## src/rtl/sm4_cipher_ecb_cbc_top_assert.svh

```systemverilog
// ----------------------------------------------------------------------------
// SM4 cipher assertion macros
// Clocked property wrappers for the RTL file that checks itself.
// ----------------------------------------------------------------------------
`ifndef SM4_CIPHER_ECB_CBC_TOP_ASSERT_SVH
`define SM4_CIPHER_ECB_CBC_TOP_ASSERT_SVH

// checked after reset is released
`define SM4_ASSERT(lbl, prop, msg) \
  lbl: assert property (@(posedge clk_i) disable iff (!rst_ni) prop) else $error(msg);

// checked on every edge, reset included
`define SM4_ASSERT_ALWAYS(lbl, prop, msg) \
  lbl: assert property (@(posedge clk_i) prop) else $error(msg);

`endif

```

## src/rtl/sm4_pkg.sv

```systemverilog
// ----------------------------------------------------------------------------
// SM4 package
// S-box, system constants, round control type and helper functions.
// ----------------------------------------------------------------------------
package sm4_pkg;

  localparam int unsigned Rounds   = 32;
  localparam int unsigned RndIdxW  = $clog2(Rounds);

  typedef logic [31:0]        word_t;
  typedef logic [127:0]       blk_t;
  typedef logic [RndIdxW-1:0] rnd_idx_t;

  typedef struct packed {
    logic     key_mode;  // 1: key schedule round, 0: data round
    rnd_idx_t idx;       // round number, selects CK in key mode
  } rnd_ctl_t;

  localparam word_t FK0 = 32'hA3B1BAC6;
  localparam word_t FK1 = 32'h56AA3350;
  localparam word_t FK2 = 32'h677D9197;
  localparam word_t FK3 = 32'hB27022DC;

  localparam logic [7:0] SBOX [256] = '{
    8'hd6,8'h90,8'he9,8'hfe,8'hcc,8'he1,8'h3d,8'hb7,8'h16,8'hb6,8'h14,8'hc2,8'h28,8'hfb,8'h2c,8'h05,
    8'h2b,8'h67,8'h9a,8'h76,8'h2a,8'hbe,8'h04,8'hc3,8'haa,8'h44,8'h13,8'h26,8'h49,8'h86,8'h06,8'h99,
    8'h9c,8'h42,8'h50,8'hf4,8'h91,8'hef,8'h98,8'h7a,8'h33,8'h54,8'h0b,8'h43,8'hed,8'hcf,8'hac,8'h62,
    8'he4,8'hb3,8'h1c,8'ha9,8'hc9,8'h08,8'he8,8'h95,8'h80,8'hdf,8'h94,8'hfa,8'h75,8'h8f,8'h3f,8'ha6,
    8'h47,8'h07,8'ha7,8'hfc,8'hf3,8'h73,8'h17,8'hba,8'h83,8'h59,8'h3c,8'h19,8'he6,8'h85,8'h4f,8'ha8,
    8'h68,8'h6b,8'h81,8'hb2,8'h71,8'h64,8'hda,8'h8b,8'hf8,8'heb,8'h0f,8'h4b,8'h70,8'h56,8'h9d,8'h35,
    8'h1e,8'h24,8'h0e,8'h5e,8'h63,8'h58,8'hd1,8'ha2,8'h25,8'h22,8'h7c,8'h3b,8'h01,8'h21,8'h78,8'h87,
    8'hd4,8'h00,8'h46,8'h57,8'h9f,8'hd3,8'h27,8'h52,8'h4c,8'h36,8'h02,8'he7,8'ha0,8'hc4,8'hc8,8'h9e,
    8'hea,8'hbf,8'h8a,8'hd2,8'h40,8'hc7,8'h38,8'hb5,8'ha3,8'hf7,8'hf2,8'hce,8'hf9,8'h61,8'h15,8'ha1,
    8'he0,8'hae,8'h5d,8'ha4,8'h9b,8'h34,8'h1a,8'h55,8'had,8'h93,8'h32,8'h30,8'hf5,8'h8c,8'hb1,8'he3,
    8'h1d,8'hf6,8'he2,8'h2e,8'h82,8'h66,8'hca,8'h60,8'hc0,8'h29,8'h23,8'hab,8'h0d,8'h53,8'h4e,8'h6f,
    8'hd5,8'hdb,8'h37,8'h45,8'hde,8'hfd,8'h8e,8'h2f,8'h03,8'hff,8'h6a,8'h72,8'h6d,8'h6c,8'h5b,8'h51,
    8'h8d,8'h1b,8'haf,8'h92,8'hbb,8'hdd,8'hbc,8'h7f,8'h11,8'hd9,8'h5c,8'h41,8'h1f,8'h10,8'h5a,8'hd8,
    8'h0a,8'hc1,8'h31,8'h88,8'ha5,8'hcd,8'h7b,8'hbd,8'h2d,8'h74,8'hd0,8'h12,8'hb8,8'he5,8'hb4,8'hb0,
    8'h89,8'h69,8'h97,8'h4a,8'h0c,8'h96,8'h77,8'h7e,8'h65,8'hb9,8'hf1,8'h09,8'hc5,8'h6e,8'hc6,8'h84,
    8'h18,8'hf0,8'h7d,8'hec,8'h3a,8'hdc,8'h4d,8'h20,8'h79,8'hee,8'h5f,8'h3e,8'hd7,8'hcb,8'h39,8'h48
  };

  function automatic word_t tau(input word_t v);
    word_t r;
    for (int b = 0; b < 4; b++) begin
      r[8*b +: 8] = SBOX[v[8*b +: 8]];
    end
    return r;
  endfunction

  function automatic word_t rol(input word_t v, input int unsigned n);
    return (v << n) | (v >> (32 - n));
  endfunction

  // CK byte j of word i is (4i+j)*7 mod 256, byte 0 in the top bits
  function automatic word_t ck_word(input rnd_idx_t i);
    word_t      w;
    logic [7:0] b;
    for (int j = 0; j < 4; j++) begin
      b = 8'({i, 2'(j)});
      w[8*(3-j) +: 8] = 8'(b * 8'd7);
    end
    return w;
  endfunction

endpackage

```

## src/rtl/sm4_round.sv

```systemverilog
// ----------------------------------------------------------------------------
// SM4 round unit
// One round of either the key schedule or the data path: S-box layer,
// linear mix and feedback XOR. Shared by both phases.
// ----------------------------------------------------------------------------
module sm4_round (
  input  logic [127:0]      st_i,   // {w0, w1, w2, w3}
  input  logic [31:0]       rk_i,
  input  sm4_pkg::rnd_ctl_t ctl_i,
  output logic [31:0]       nw_o
);
  import sm4_pkg::*;

  word_t x;
  word_t b;
  word_t lin;

  always_comb begin
    x = st_i[95:64] ^ st_i[63:32] ^ st_i[31:0] ^ (ctl_i.key_mode ? ck_word(ctl_i.idx) : rk_i);
    b = tau(x);
    if (ctl_i.key_mode) begin
      lin = b ^ rol(b, 13) ^ rol(b, 23);
    end else begin
      lin = b ^ rol(b, 2) ^ rol(b, 10) ^ rol(b, 18) ^ rol(b, 24);
    end
    nw_o = st_i[127:96] ^ lin;
  end

endmodule

```

## src/rtl/sm4_cipher_ecb_cbc_top.sv

```systemverilog
// ----------------------------------------------------------------------------
// SM4 ECB/CBC cipher top level
// Register port, round key store, block sequencer and output register.
// ----------------------------------------------------------------------------
// One 128-bit block runs from acceptance back to ready through a setup state
// (StPrep), 32 rounds through the single shared round unit (one round per
// cycle, StRnd), and a finish state (StFin) that loads the output register once
// it is free and, in CBC mode, updates the chaining value. After a key register
// write the next block first runs the key schedule through the same round unit,
// 32 more rounds, and the round keys then stay valid until the key is written again.
// The finished block waits in the output register, so the next block can be
// taken meanwhile.
module sm4_cipher_ecb_cbc_top (
  input  logic         clk_i,
  input  logic         rst_ni,
  // register port
  input  logic         psel,
  input  logic         penable,
  input  logic         pwrite,
  input  logic [5:0]   paddr,
  input  logic [63:0]  pwdata,
  output logic [63:0]  prdata,
  output logic         pready,
  // input beats
  input  logic         s_tvalid,
  output logic         s_tready,
  input  logic [127:0] s_tdata,   // block_high, block_low
  input  logic         s_tuser,   // first_block
  // output beats
  output logic         m_tvalid,
  input  logic         m_tready,
  output logic [127:0] m_tdata    // result_high, result_low
);
  import sm4_pkg::*;

  localparam logic [2:0] RegKeyHi = 3'd0;
  localparam logic [2:0] RegKeyLo = 3'd1;
  localparam logic [2:0] RegIvHi  = 3'd2;
  localparam logic [2:0] RegIvLo  = 3'd3;
  localparam logic [2:0] RegMode  = 3'd4;
  localparam logic [2:0] RegDir   = 3'd5;

  localparam logic [2:0] StIdle = 3'd0;
  localparam logic [2:0] StKey  = 3'd1;
  localparam logic [2:0] StPrep = 3'd2;
  localparam logic [2:0] StRnd  = 3'd3;
  localparam logic [2:0] StFin  = 3'd4;

  // configuration
  logic [63:0] key_hi_q, key_lo_q, iv_hi_q, iv_lo_q;
  logic        cbc_q, dec_q;
  logic        keys_ready_q, keys_ready_d;
  logic        wr_en;
  logic [2:0]  reg_idx;

  // sequencer and data path
  logic [2:0]  state_q, state_d;
  rnd_idx_t    cnt_q, cnt_d;
  blk_t        st_q, st_d;
  blk_t        blk_q;
  blk_t        chain_q, chain_d;
  logic        first_q;
  logic        out_vld_q, out_vld_d;
  blk_t        out_q;
  logic        out_ld;
  blk_t        res;
  word_t       nw;
  rnd_ctl_t    ctl;
  logic        s_acc;

  // round keys
  word_t       rk_mem [Rounds];
  word_t       rk_q;
  rnd_idx_t    rk_raddr;
  logic        rk_we;

  // check helpers
  logic        key_last;
  logic        iv_load;
  blk_t        iv_cat;

  assign pready  = 1'b1;
  assign wr_en   = psel && penable && pwrite && pready;
  assign reg_idx = paddr[5:3];

  always_comb begin
    unique case (reg_idx)
      RegKeyHi: prdata = key_hi_q;
      RegKeyLo: prdata = key_lo_q;
      RegIvHi:  prdata = iv_hi_q;
      RegIvLo:  prdata = iv_lo_q;
      RegMode:  prdata = {63'd0, cbc_q};
      RegDir:   prdata = {63'd0, dec_q};
      default:  prdata = 64'd0;
    endcase
  end

  always_ff @(posedge clk_i or negedge rst_ni) begin
    if (!rst_ni) begin
      key_hi_q <= '0;
      key_lo_q <= '0;
      iv_hi_q  <= '0;
      iv_lo_q  <= '0;
      cbc_q    <= 1'b0;
      dec_q    <= 1'b0;
    end else if (wr_en) begin
      unique case (reg_idx)
        RegKeyHi: key_hi_q <= pwdata;
        RegKeyLo: key_lo_q <= pwdata;
        RegIvHi:  iv_hi_q  <= pwdata;
        RegIvLo:  iv_lo_q  <= pwdata;
        RegMode:  cbc_q    <= pwdata[0];
        RegDir:   dec_q    <= pwdata[0];
        default: ;
      endcase
    end
  end

  assign s_tready = (state_q == StIdle);
  assign s_acc    = s_tvalid && s_tready;

  assign ctl = '{key_mode: (state_q == StKey), idx: cnt_q};

  sm4_round u_round (
    .st_i  (st_q),
    .rk_i  (rk_q),
    .ctl_i (ctl),
    .nw_o  (nw)
  );

  // output block is {w3, w2, w1, w0}
  always_comb begin
    res = {st_q[31:0], st_q[63:32], st_q[95:64], st_q[127:96]};
    if (cbc_q && dec_q) begin
      res = res ^ chain_q;
    end
  end

  assign out_ld = (state_q == StFin) && (!out_vld_q || m_tready);

  always_comb begin
    state_d      = state_q;
    cnt_d        = cnt_q;
    st_d         = st_q;
    chain_d      = chain_q;
    keys_ready_d = keys_ready_q;
    rk_we        = 1'b0;
    rk_raddr     = dec_q ? ~cnt_q : cnt_q;
    out_vld_d    = out_vld_q && !m_tready;

    if (wr_en && (reg_idx == RegKeyHi || reg_idx == RegKeyLo)) begin
      keys_ready_d = 1'b0;
    end

    unique case (state_q)
      StIdle: begin
        if (s_acc) begin
          cnt_d = '0;
          if (s_tuser) begin
            chain_d = {iv_hi_q, iv_lo_q};
          end
          if (keys_ready_q) begin
            state_d = StPrep;
          end else begin
            state_d = StKey;
            st_d    = {FK0 ^ key_hi_q[63:32], FK1 ^ key_hi_q[31:0],
                       FK2 ^ key_lo_q[63:32], FK3 ^ key_lo_q[31:0]};
          end
        end
      end
      StKey: begin
        rk_we = 1'b1;
        st_d  = {st_q[95:0], nw};
        cnt_d = cnt_q + 1'b1;
        if (cnt_q == rnd_idx_t'(Rounds - 1)) begin
          keys_ready_d = 1'b1;
          state_d      = StPrep;
        end
      end
      StPrep: begin
        st_d    = (cbc_q && !dec_q) ? (blk_q ^ chain_q) : blk_q;
        state_d = StRnd;
      end
      StRnd: begin
        rk_raddr = dec_q ? ~(cnt_q + 1'b1) : (cnt_q + 1'b1);
        st_d     = {st_q[95:0], nw};
        cnt_d    = cnt_q + 1'b1;
        if (cnt_q == rnd_idx_t'(Rounds - 1)) begin
          state_d = StFin;
        end
      end
      StFin: begin
        if (out_ld) begin
          out_vld_d = 1'b1;
          state_d   = StIdle;
          if (cbc_q) begin
            chain_d = dec_q ? blk_q : res;
          end
        end
      end
      default: state_d = StIdle;
    endcase
  end

  always_ff @(posedge clk_i or negedge rst_ni) begin
    if (!rst_ni) begin
      state_q      <= StIdle;
      cnt_q        <= '0;
      keys_ready_q <= 1'b0;
      chain_q      <= '0;
      out_vld_q    <= 1'b0;
    end else begin
      state_q      <= state_d;
      cnt_q        <= cnt_d;
      keys_ready_q <= keys_ready_d;
      chain_q      <= chain_d;
      out_vld_q    <= out_vld_d;
    end
  end

  always_ff @(posedge clk_i) begin
    st_q <= st_d;
    if (s_acc) begin
      blk_q   <= {s_tdata[63:0], s_tdata[127:64]};
      first_q <= s_tuser;
    end
    if (out_ld) begin
      out_q <= res;
    end
  end

  always_ff @(posedge clk_i) begin
    if (rk_we) begin
      rk_mem[cnt_q] <= nw;
    end
    rk_q <= rk_mem[rk_raddr];
  end

  assign m_tvalid = out_vld_q;
  assign m_tdata  = {out_q[63:0], out_q[127:64]};

  assign key_last = (state_q == StKey) && (cnt_q == rnd_idx_t'(Rounds - 1));
  assign iv_load  = s_acc && s_tuser;
  assign iv_cat   = {iv_hi_q, iv_lo_q};

`include "sm4_cipher_ecb_cbc_top_assert.svh"

  `SM4_ASSERT(a_acc_starts, s_acc |=> (state_q == StKey || state_q == StPrep), "block not started")
  `SM4_ASSERT(a_rnd_keys, (state_q == StRnd) |-> keys_ready_q, "data round with stale keys")
  `SM4_ASSERT(a_key_done, key_last |=> (state_q == StPrep && keys_ready_q), "key schedule stuck")
  `SM4_ASSERT(a_out_from_fin, $rose(m_tvalid) |-> $past(state_q) == StFin, "stray output beat")
  `SM4_ASSERT(a_first_chain, iv_load |=> (chain_q == $past(iv_cat) && first_q), "IV not reloaded")
  `SM4_ASSERT_ALWAYS(a_ready_idle, s_tready |-> (state_q != StRnd && state_q != StKey), "busy")

endmodule
```

## config.mk

```make
export PLATFORM = sky130hd
export DESIGN_NAME = sm4_cipher_ecb_cbc_top
export DESIGN_NICKNAME = d
export VERILOG_FILES = /design/src/rtl/sm4_pkg.sv /design/src/rtl/sm4_round.sv /design/src/rtl/sm4_cipher_ecb_cbc_top.sv
export VERILOG_INCLUDE_DIRS = /design/src /design/src/rtl
export SDC_FILE = /design/constraint.sdc
export NUM_CORES = 2
export LEC_CHECK = 0
export BUFFER_PORTS_ARGS = -buffer_cell sky130_fd_sc_hd__buf_2
export CAP_MARGIN = 20
export CORE_ASPECT_RATIO = 1.4
export CORE_MARGIN = 3
export CORE_UTILIZATION = 23
export CTS_CLUSTER_DIAMETER = 30
export CTS_CLUSTER_SIZE = 30
export DETAILED_ROUTE_END_ITERATION = 10
export PLACE_DENSITY = 0.48
export RECOVER_POWER = 100
export SETUP_SLACK_MARGIN = 0.3
export SLEW_MARGIN = 20
export SYNTH_ARGS = -nofsm -noshare
export SYNTH_HDL_FRONTEND = slang
export SYNTH_HIERARCHICAL = 1
export SYNTH_SLANG_ARGS = --single-unit
```

## constraint.sdc

```tcl
create_clock -name clk_i -period 7.15 [get_ports clk_i]
set_input_delay 0.3575 -clock clk_i [delete_from_list [all_inputs] [get_ports clk_i]]
set_output_delay 0.3575 -clock clk_i [all_outputs]
set_load 0.02 [all_outputs]
```

Word-level counts from Yosys, hierarchy flattened --
Memory sizes are Yosys's and may differ from the RTL's. A register that Yosys moved wholly into a read port is not among the register bits. Index checks and enable logic that the tools add are counted.
Storage, ports and cells: register bits 780, memory bits (writable) 1024, memory bits (read-only) 8192, bits of input ports 206, output and inout bits 195, logic and storage cells 143, memories 5
Cells by class: $add $sub $neg 1, multipliers 4, order comparisons 4, equal/unequal tests 17, muxes and demuxes 41, bitwise gates (word level) 28, reduce and logical (&&, ||, !) cells 29
Memory list:
- (no name shown) | depth 256, bits a word 8, read ports 1, clocked after Yosys merged registers in 0, wr ports 0, line sm4_pkg.sv:46 | r[8*b +: 8] = SBOX[v[8*b +: 8]];
- (no name shown) | depth 256, bits a word 8, read ports 1, clocked after Yosys merged registers in 0, wr ports 0, line sm4_pkg.sv:46
- (no name shown) | depth 256, bits a word 8, read ports 1, clocked after Yosys merged registers in 0, wr ports 0, line sm4_pkg.sv:46
- (no name shown) | depth 256, bits a word 8, read ports 1, clocked after Yosys merged registers in 0, wr ports 0, line sm4_pkg.sv:46
- rk_mem | depth 32, bits a word 32, read ports 1, clocked after Yosys merged registers in 1, wr ports 1, line sm4_cipher_ecb_cbc_top.sv:72 | word_t rk_mem [Rounds];
Operator list (number):
- $mux 128 | 9
- $pmux 128 s3 | 1
- $pmux 64 s6 | 1
- $xor 32x32->32 | 10
- $pmux 128 s2 | 1
- $xor 128x128->128 | 2
- $mux 32 | 2
- $mux 8 | 8
- $ge 9x9->1 const B | 4
- $not 8->9 | 4
- $or 32x10->32 | 1
- $or 32x13->32 | 1
- $or 32x18->32 | 1
- $or 32x2->32 | 1
- $or 32x23->32 | 1
- $or 32x24->32 | 1
- $not 14->14 | 2
- $mux 5 | 4
- $not 19->19 | 1
- $not 17->17 | 1
- $mul 7x3->8 const B | 2
- $pmux 3 s5 | 1
- $reduce_and 2->1 | 7
- $eq 3x2->1 const B | 4
- 23 further kinds | 54

Depth between registers and ports, before layout --
depth after elaboration 15, gate-level depth with buffers 26, mapped depth without buffers 21

By module --
Netlist, hierarchy kept.
Modules (own cells, without submodules):
- sm4_cipher_ecb_cbc_top | instances 1, cells each 4939, area each 75309.7 um^2, seq. area each 52830.7 um^2
- sm4_round | instances 1, cells each 2634, area each 17108.9 um^2, seq. area each 0.0 um^2

Least setup slack after synthesis --
No wires, ideal clock.
kind flip-flop to flip-flop, start point reg state_q[2], end point reg st_q[0], enable pin, library setup time 657 ps, data arrival time 7196 ps, data required time 6493 ps, slack -703 ps, cell stages (with the launch flop) 5, buffers on the path 3, clock period less this slack 7853 ps, path through dfrtp_1 -> clkbuf_1 -> clkbuf_1 -> clkbuf_1 -> a21oi_1
On the way: cells in the longest elaborated chain, start to end 4, elaborated cells on any way between the ends 10, classes of those cells 5 x eq/ne; 5 x reduce/logical
RTL lines:
- start, declared | line sm4_cipher_ecb_cbc_top.sv:57 | logic [2:0] state_q, state_d;
- start signal, assigned | line sm4_cipher_ecb_cbc_top.sv:207 | state_q <= StIdle;
- start signal, assigned | line sm4_cipher_ecb_cbc_top.sv:213 | state_q <= state_d;
- $eq 3x2->1 (tied with other cells) | line sm4_cipher_ecb_cbc_top.sv:155 | unique case (state_q)
- $reduce_or 2->1 (no source line) / $logic_and 1x1->1 (equally long branches)
- $reduce_bool 3->1 (no source line) / $ne 2x1->1 (equally long branches)
- $reduce_and 3->1 (no source line) *
- end signal, assigned | line sm4_cipher_ecb_cbc_top.sv:222 | st_q <= st_d;
- end, declared | line sm4_cipher_ecb_cbc_top.sv:59 | blk_t st_q, st_d;
Mark *: on every way between the ends. The rest lies on a longest branch, timed or not. A chain may end at the register's enable or synchronous reset.

Worst setup path after layout --
start point reg cnt_q[3], end point mem rk_mem[26][28] (netlist name) (data pin)
On the way: cells in the longest elaborated chain, start to end 14, elaborated cells on any way between the ends 36, classes of those cells 4 x mul; 10 x mux; 18 x bitwise; 4 x memory
RTL lines:
- start, declared | line sm4_cipher_ecb_cbc_top.sv:58 | rnd_idx_t cnt_q, cnt_d;
- start signal, assigned | line sm4_cipher_ecb_cbc_top.sv:214 | cnt_q <= cnt_d;
- branches (longest 1 deep; another with $mul 7x3->8)
- $mux 32 * | line sm4_round.sv:19 | x = st_i[95:64] ^ st_i[63:32] ^ st_i[31:0] ^ (ctl_i.key_mode ? ck_word(ctl_i.idx) : rk_i);
- $xor 32x32->32 * | line sm4_round.sv:19
- $not 8->9 (not written as such) | line sm4_pkg.sv:46
- $mem_v2 256x8
- $mux 8 (not written as such) (2 in a row) | line sm4_pkg.sv:46
- $or 32x2->32 | line sm4_pkg.sv:52 | return (v << n) | (v >> (32 - n));
- $xor 32x32->32 (4 in a row) | line sm4_round.sv:24 | lin = b ^ rol(b, 2) ^ rol(b, 10) ^ rol(b, 18) ^ rol(b, 24);
- $mux 32 * | line sm4_round.sv:21 | if (ctl_i.key_mode) begin
- $xor 32x32->32 * | line sm4_round.sv:26 | nw_o = st_i[127:96] ^ lin;
- named net nw[28] | line sm4_cipher_ecb_cbc_top.sv:67 | word_t nw;
- end, declared | line sm4_cipher_ecb_cbc_top.sv:72
Mark *: on every way through the listed nets, which the timed path passes. The select of a mux whose other input is x is not followed.

==> flow_summary.yaml <==
synthesis:
  ys_seq_elements: 1836
  synth_flop_cell: "edfxtp_1"
  synth-warning-count: 6
  postSynth.asyncResetShare_pct: 21.6
  syn_area_um2: 92400
  synth.yosys.seq_area_share_pct: 57.2
  number_of_synthesized_flops_with_an_enable_pin: 1408
  post_synthesis_instance_total: 7573
  postSynthNetCount: 7833
  avgSynthCellArea_um2: 12.2
  count_of_distinct_cell_types_in_the_synthesized_netlist: 118
detailed_routing:
  antenna_left: 0
  drt_first_iter_violations: 7170
  route.vias.total: 72712
  remaining_drc_errors: 0
  wl_per_cell_um: 31.2
  route.final.wire_length_um: 435000
  detail_route.vias_per_cell: 5.22
  drt_first_pass_iters: 6
clock_tree:
  clock_sink_count: 1836
  clkSlewWorstSetupHoldPaths_ns: 0.05
  root_buffer: "clkbuf_16"
  cts-buffers-inserted: 332
  cts_tree: "done"
  clk_latency_ns: 0.92
  htreeDepth: 5
  cts-root-to-sink-buffers: 4
grt:
  grt_start_max_net_pins: 144
  antenna_found_initial: 27
  grt.overflow.total: 0
  grtUsageTotal_pct: 20.4
  first_global_vias: 72826
  grt_first_pass_wirelength_um: 597000
sta:
  timing.final.crit_share_pct: 97.2
  finalHoldViolations: 0
  rsz0062_at_grt: "true"
  worst-slew-pin-transition_ns: 6.11
  setup-tns-final_ns: 0
  fin_hold_ws_ns: 0.154
  finalWorstSetupSlack_ns: 0.201
  timing.final.setup_violations: 0
  drv_slew: 1957
  timing.fmax_mhz: 144
  fin_crit_ns: 6.95
  timing.slew.headroom_pct: -307
  final_worst_clock_skew_ns: 0.123
job:
  number_of_max_cap_violations: 59
layout:
  final_util_pct: 29.1
  flow.area_growth_from_synthesis_pct: 25.5
  nNetsFinal: 8640
  fill_cells: 40839
  post_route_cells_drive_above_1_share_pct: 20.4
critical_path:
  critical_path.max_stage_delay_ns: 0.71
  crit_top_cell: "buf_4"
  worstPathCellList: "buf_4 > fa_1 > ha_1 > or3b_2 > a31oi_1 > a311oi_4 > xor2_1 > buf_4 > nand2_1 > or4_1 > o311ai_0 > o31ai_1 > a21oi_4 > xor2_1 > xnor2_1 > o21ai_1 > buf_4 > xnor2_1 > buf_6"
  critical_path_arrival_ns: 7.59
  classification_of_the_worst_setup_path: "reg2reg"
  worstPathRequired_ns: 7.79
  worstSetupStartpointType: "register"
  critical_path_peak_fanout: 32
  worst_setup_path_end_kind: "register"
  critPathSlowestCell: "xnor2_1"
floorplanning:
  rows: 274
  pin_count: 401
  dieWidth_um: 542
  design.die.area_um2: 410000
  initial_utilization_pct: 23.2
  die_height_um: 756
  core-area_um2: 399000
place:
  place.gp.congestion: 0.905
  io_buffers: 396
  dp_worst_setup_slack_ns: -0.0280
  post-dp-hpwl_um: 292000
status:
  violations: "capacitance limit, slew limit"
  status: "complete, but fails checks"
hold_path:
  worst_hold_class: "in2reg"
-- sequential cells by signal, summed over array words and instances, names as in the netlist, 5 cells and up --
signal    count
blk_q       128
st_q        128
key_hi_q     64
cnt_q         5
rk_mem     1024
iv_lo_q      64
key_lo_q     64
iv_hi_q      64
rk_q         32
chain_q     128
out_q       128
-- layout by cell type, fill, tap and decap left out, types with 46 or more instances in the layout --
master         netlist  routed
a21oi_1            436     431
a211oi_1            52      52
xor2_1             150     143
mux4_2             200     200
ha_1                48      46
clkbuf_1           314     356
mux2i_1            194     193
nor2_1             442     413
buf_4               41     353
mux2_2             261     261
clkbuf_16            0     337
xnor2_1            352     321
nand3_1            147     147
nand2_1            931     928
a221oi_1            60      60
a31oi_1             93      93
dfrtp_1            396     393
dlygate4sd3_1        0     197
buf_12               0      49
a221o_1             78      78
nor3_1             150     145
a22o_1              69      69
buf_2              214     134
a22oi_1            195     195
o22ai_1             94      94
edfxtp_1          1408    1408
nand4_1             47      47
o21ai_0            426     429
o211ai_1            52      52
-- per-layer routing --
metal | vias to the layer above | global-route usage, % | routed length [µm]
met3 | 978 | 2.48 | 23700
met2 | 3309 | 36.4 | 221000
met4 | 10 | 12.2 | 31400
met1 | 37763 | 23.3 | 159000
li1 | 30652 | - | -
met5 | - | 0 | 74
-- final cells by class --
type / count / area [µm²] / share of cell area (%)
Antenna cell: 36 / 90.1 / 0.0776
Clock buffer: 401 / 8890 / 7.66
Clock inverter: 201 / 2450 / 2.11
Inverter: 49 / 198 / 0.170
Multi-Input combinational cell: 5083 / 37300 / 32.2
Sequential cell: 1836 / 52800 / 45.5
Tap cell: 5244 / 6560 / 5.65
Timing Repair Buffer: 1078 / 7650 / 6.59
-- path summary, 6_finish.rpt --
kind                            slack, ns                     from                       end  cells past startpoint
worst min-delay path                 0.15                  penable         cbc_q$_DFFE_PN0P_                      4
min in group asynchronous            2.29                   rst_ni        m_tvalid$_DFF_PN0_                      2
max in group asynchronous            1.23                   rst_ni  chain_q[106]$_DFFE_PN0P_                      3
worst max register to register       0.20     cnt_q[3]$_DFFE_PN0P_  rk_mem[26][28]$_DFFE_PP_                     19
worst max-delay path                 0.20     cnt_q[3]$_DFFE_PN0P_  rk_mem[26][28]$_DFFE_PP_                     19
worst min register to register       0.50  chain_q[37]$_DFFE_PN0P_   chain_q[37]$_DFFE_PN0P_                      2
-- metrics by stage --
step	area, µm²	std cells
final	116000	13928
after global routing	116000	13913
after CTS	117000	13892
after detailed placement	103000	13088
after global placement	103000	13087
after floorplan	92400	7573
-- Yosys cell counts (13+ instances only) --
master	n	area share [%]
nand2b_1	22	0.15
o21ai_0	426	2.3
a31oi_1	93	0.63
a221oi_1	60	0.57
nand2_1	931	3.8
or3_1	17	0.12
a22oi_1	195	1.6
and3_1	39	0.26
buf_1	25	0.10
xnor2_1	352	3.3
dfxtp_1	32	0.69
mux2_2	261	3.2
o211ai_1	52	0.42
buf_2	214	1.2
nor4_1	27	0.18
a211oi_1	52	0.42
o311ai_0	31	0.29
nand4_1	47	0.32
nor3_1	150	0.81
a22o_1	69	0.65
o2111ai_1	45	0.43
dfrtp_1	396	11
mux2i_1	194	2.1
o31ai_1	16	0.13
ha_1	48	0.65
a21o_1	19	0.15
edfxtp_1	1408	46
inv_1	38	0.15
xor2_1	150	1.4
a221o_1	78	0.84
clkbuf_1	314	1.3
o221ai_1	27	0.26
a21oi_1	436	2.4
mux4_2	200	4.9
a2111oi_0	20	0.19
nand3_1	147	0.80
nor2_1	442	1.8
o22ai_1	94	0.64
and2_1	20	0.14
xnor3_1	14	0.34
o21ai_1	17	0.092
a311oi_1	36	0.34
buf_4	41	0.33
o32ai_1	13	0.12
-- worst max-delay path: cells and delay by family, from the launching register on --
kind            cells  cell delay, ns
simple gates        3            1.54
xor+xnor            4            1.36
compound gates      6            1.28
buf+inv             4            1.02
fa+ha+maj           2            0.96
flops               1            0.53
-- cell families (layout without fill, tap and decap cells) --
family | after synthesis | count (layout) | share of synthesized area [%]
buffers and inverters | 654 | 1729 | 3.21
AOI/OAI and AO/OA | 1921 | 1921 | 14.0
adders and majority gates | 54 | 54 | 0.780
other | 1 | 37 | 0.00406
xor gates and xnor gates | 544 | 544 | 5.67
muxes | 659 | 659 | 10.2
DFF | 1836 | 1836 | 57.2
and+or+nand+nor | 1904 | 1904 | 8.92
-- timing repair --
item                                   4_1_cts  5_1_grt
hold buffers                               197        0
endpoints found under the hold margin      482        0
setup endpoints to repair                  372      467
resized for setup                            7       28
gates cloned                                 0        0
pin swaps                                    1        0
buffers inserted                             5        0
Power is not shown: default switching activity piles up to over one toggle a cycle in this logic, so the estimate is an artifact.
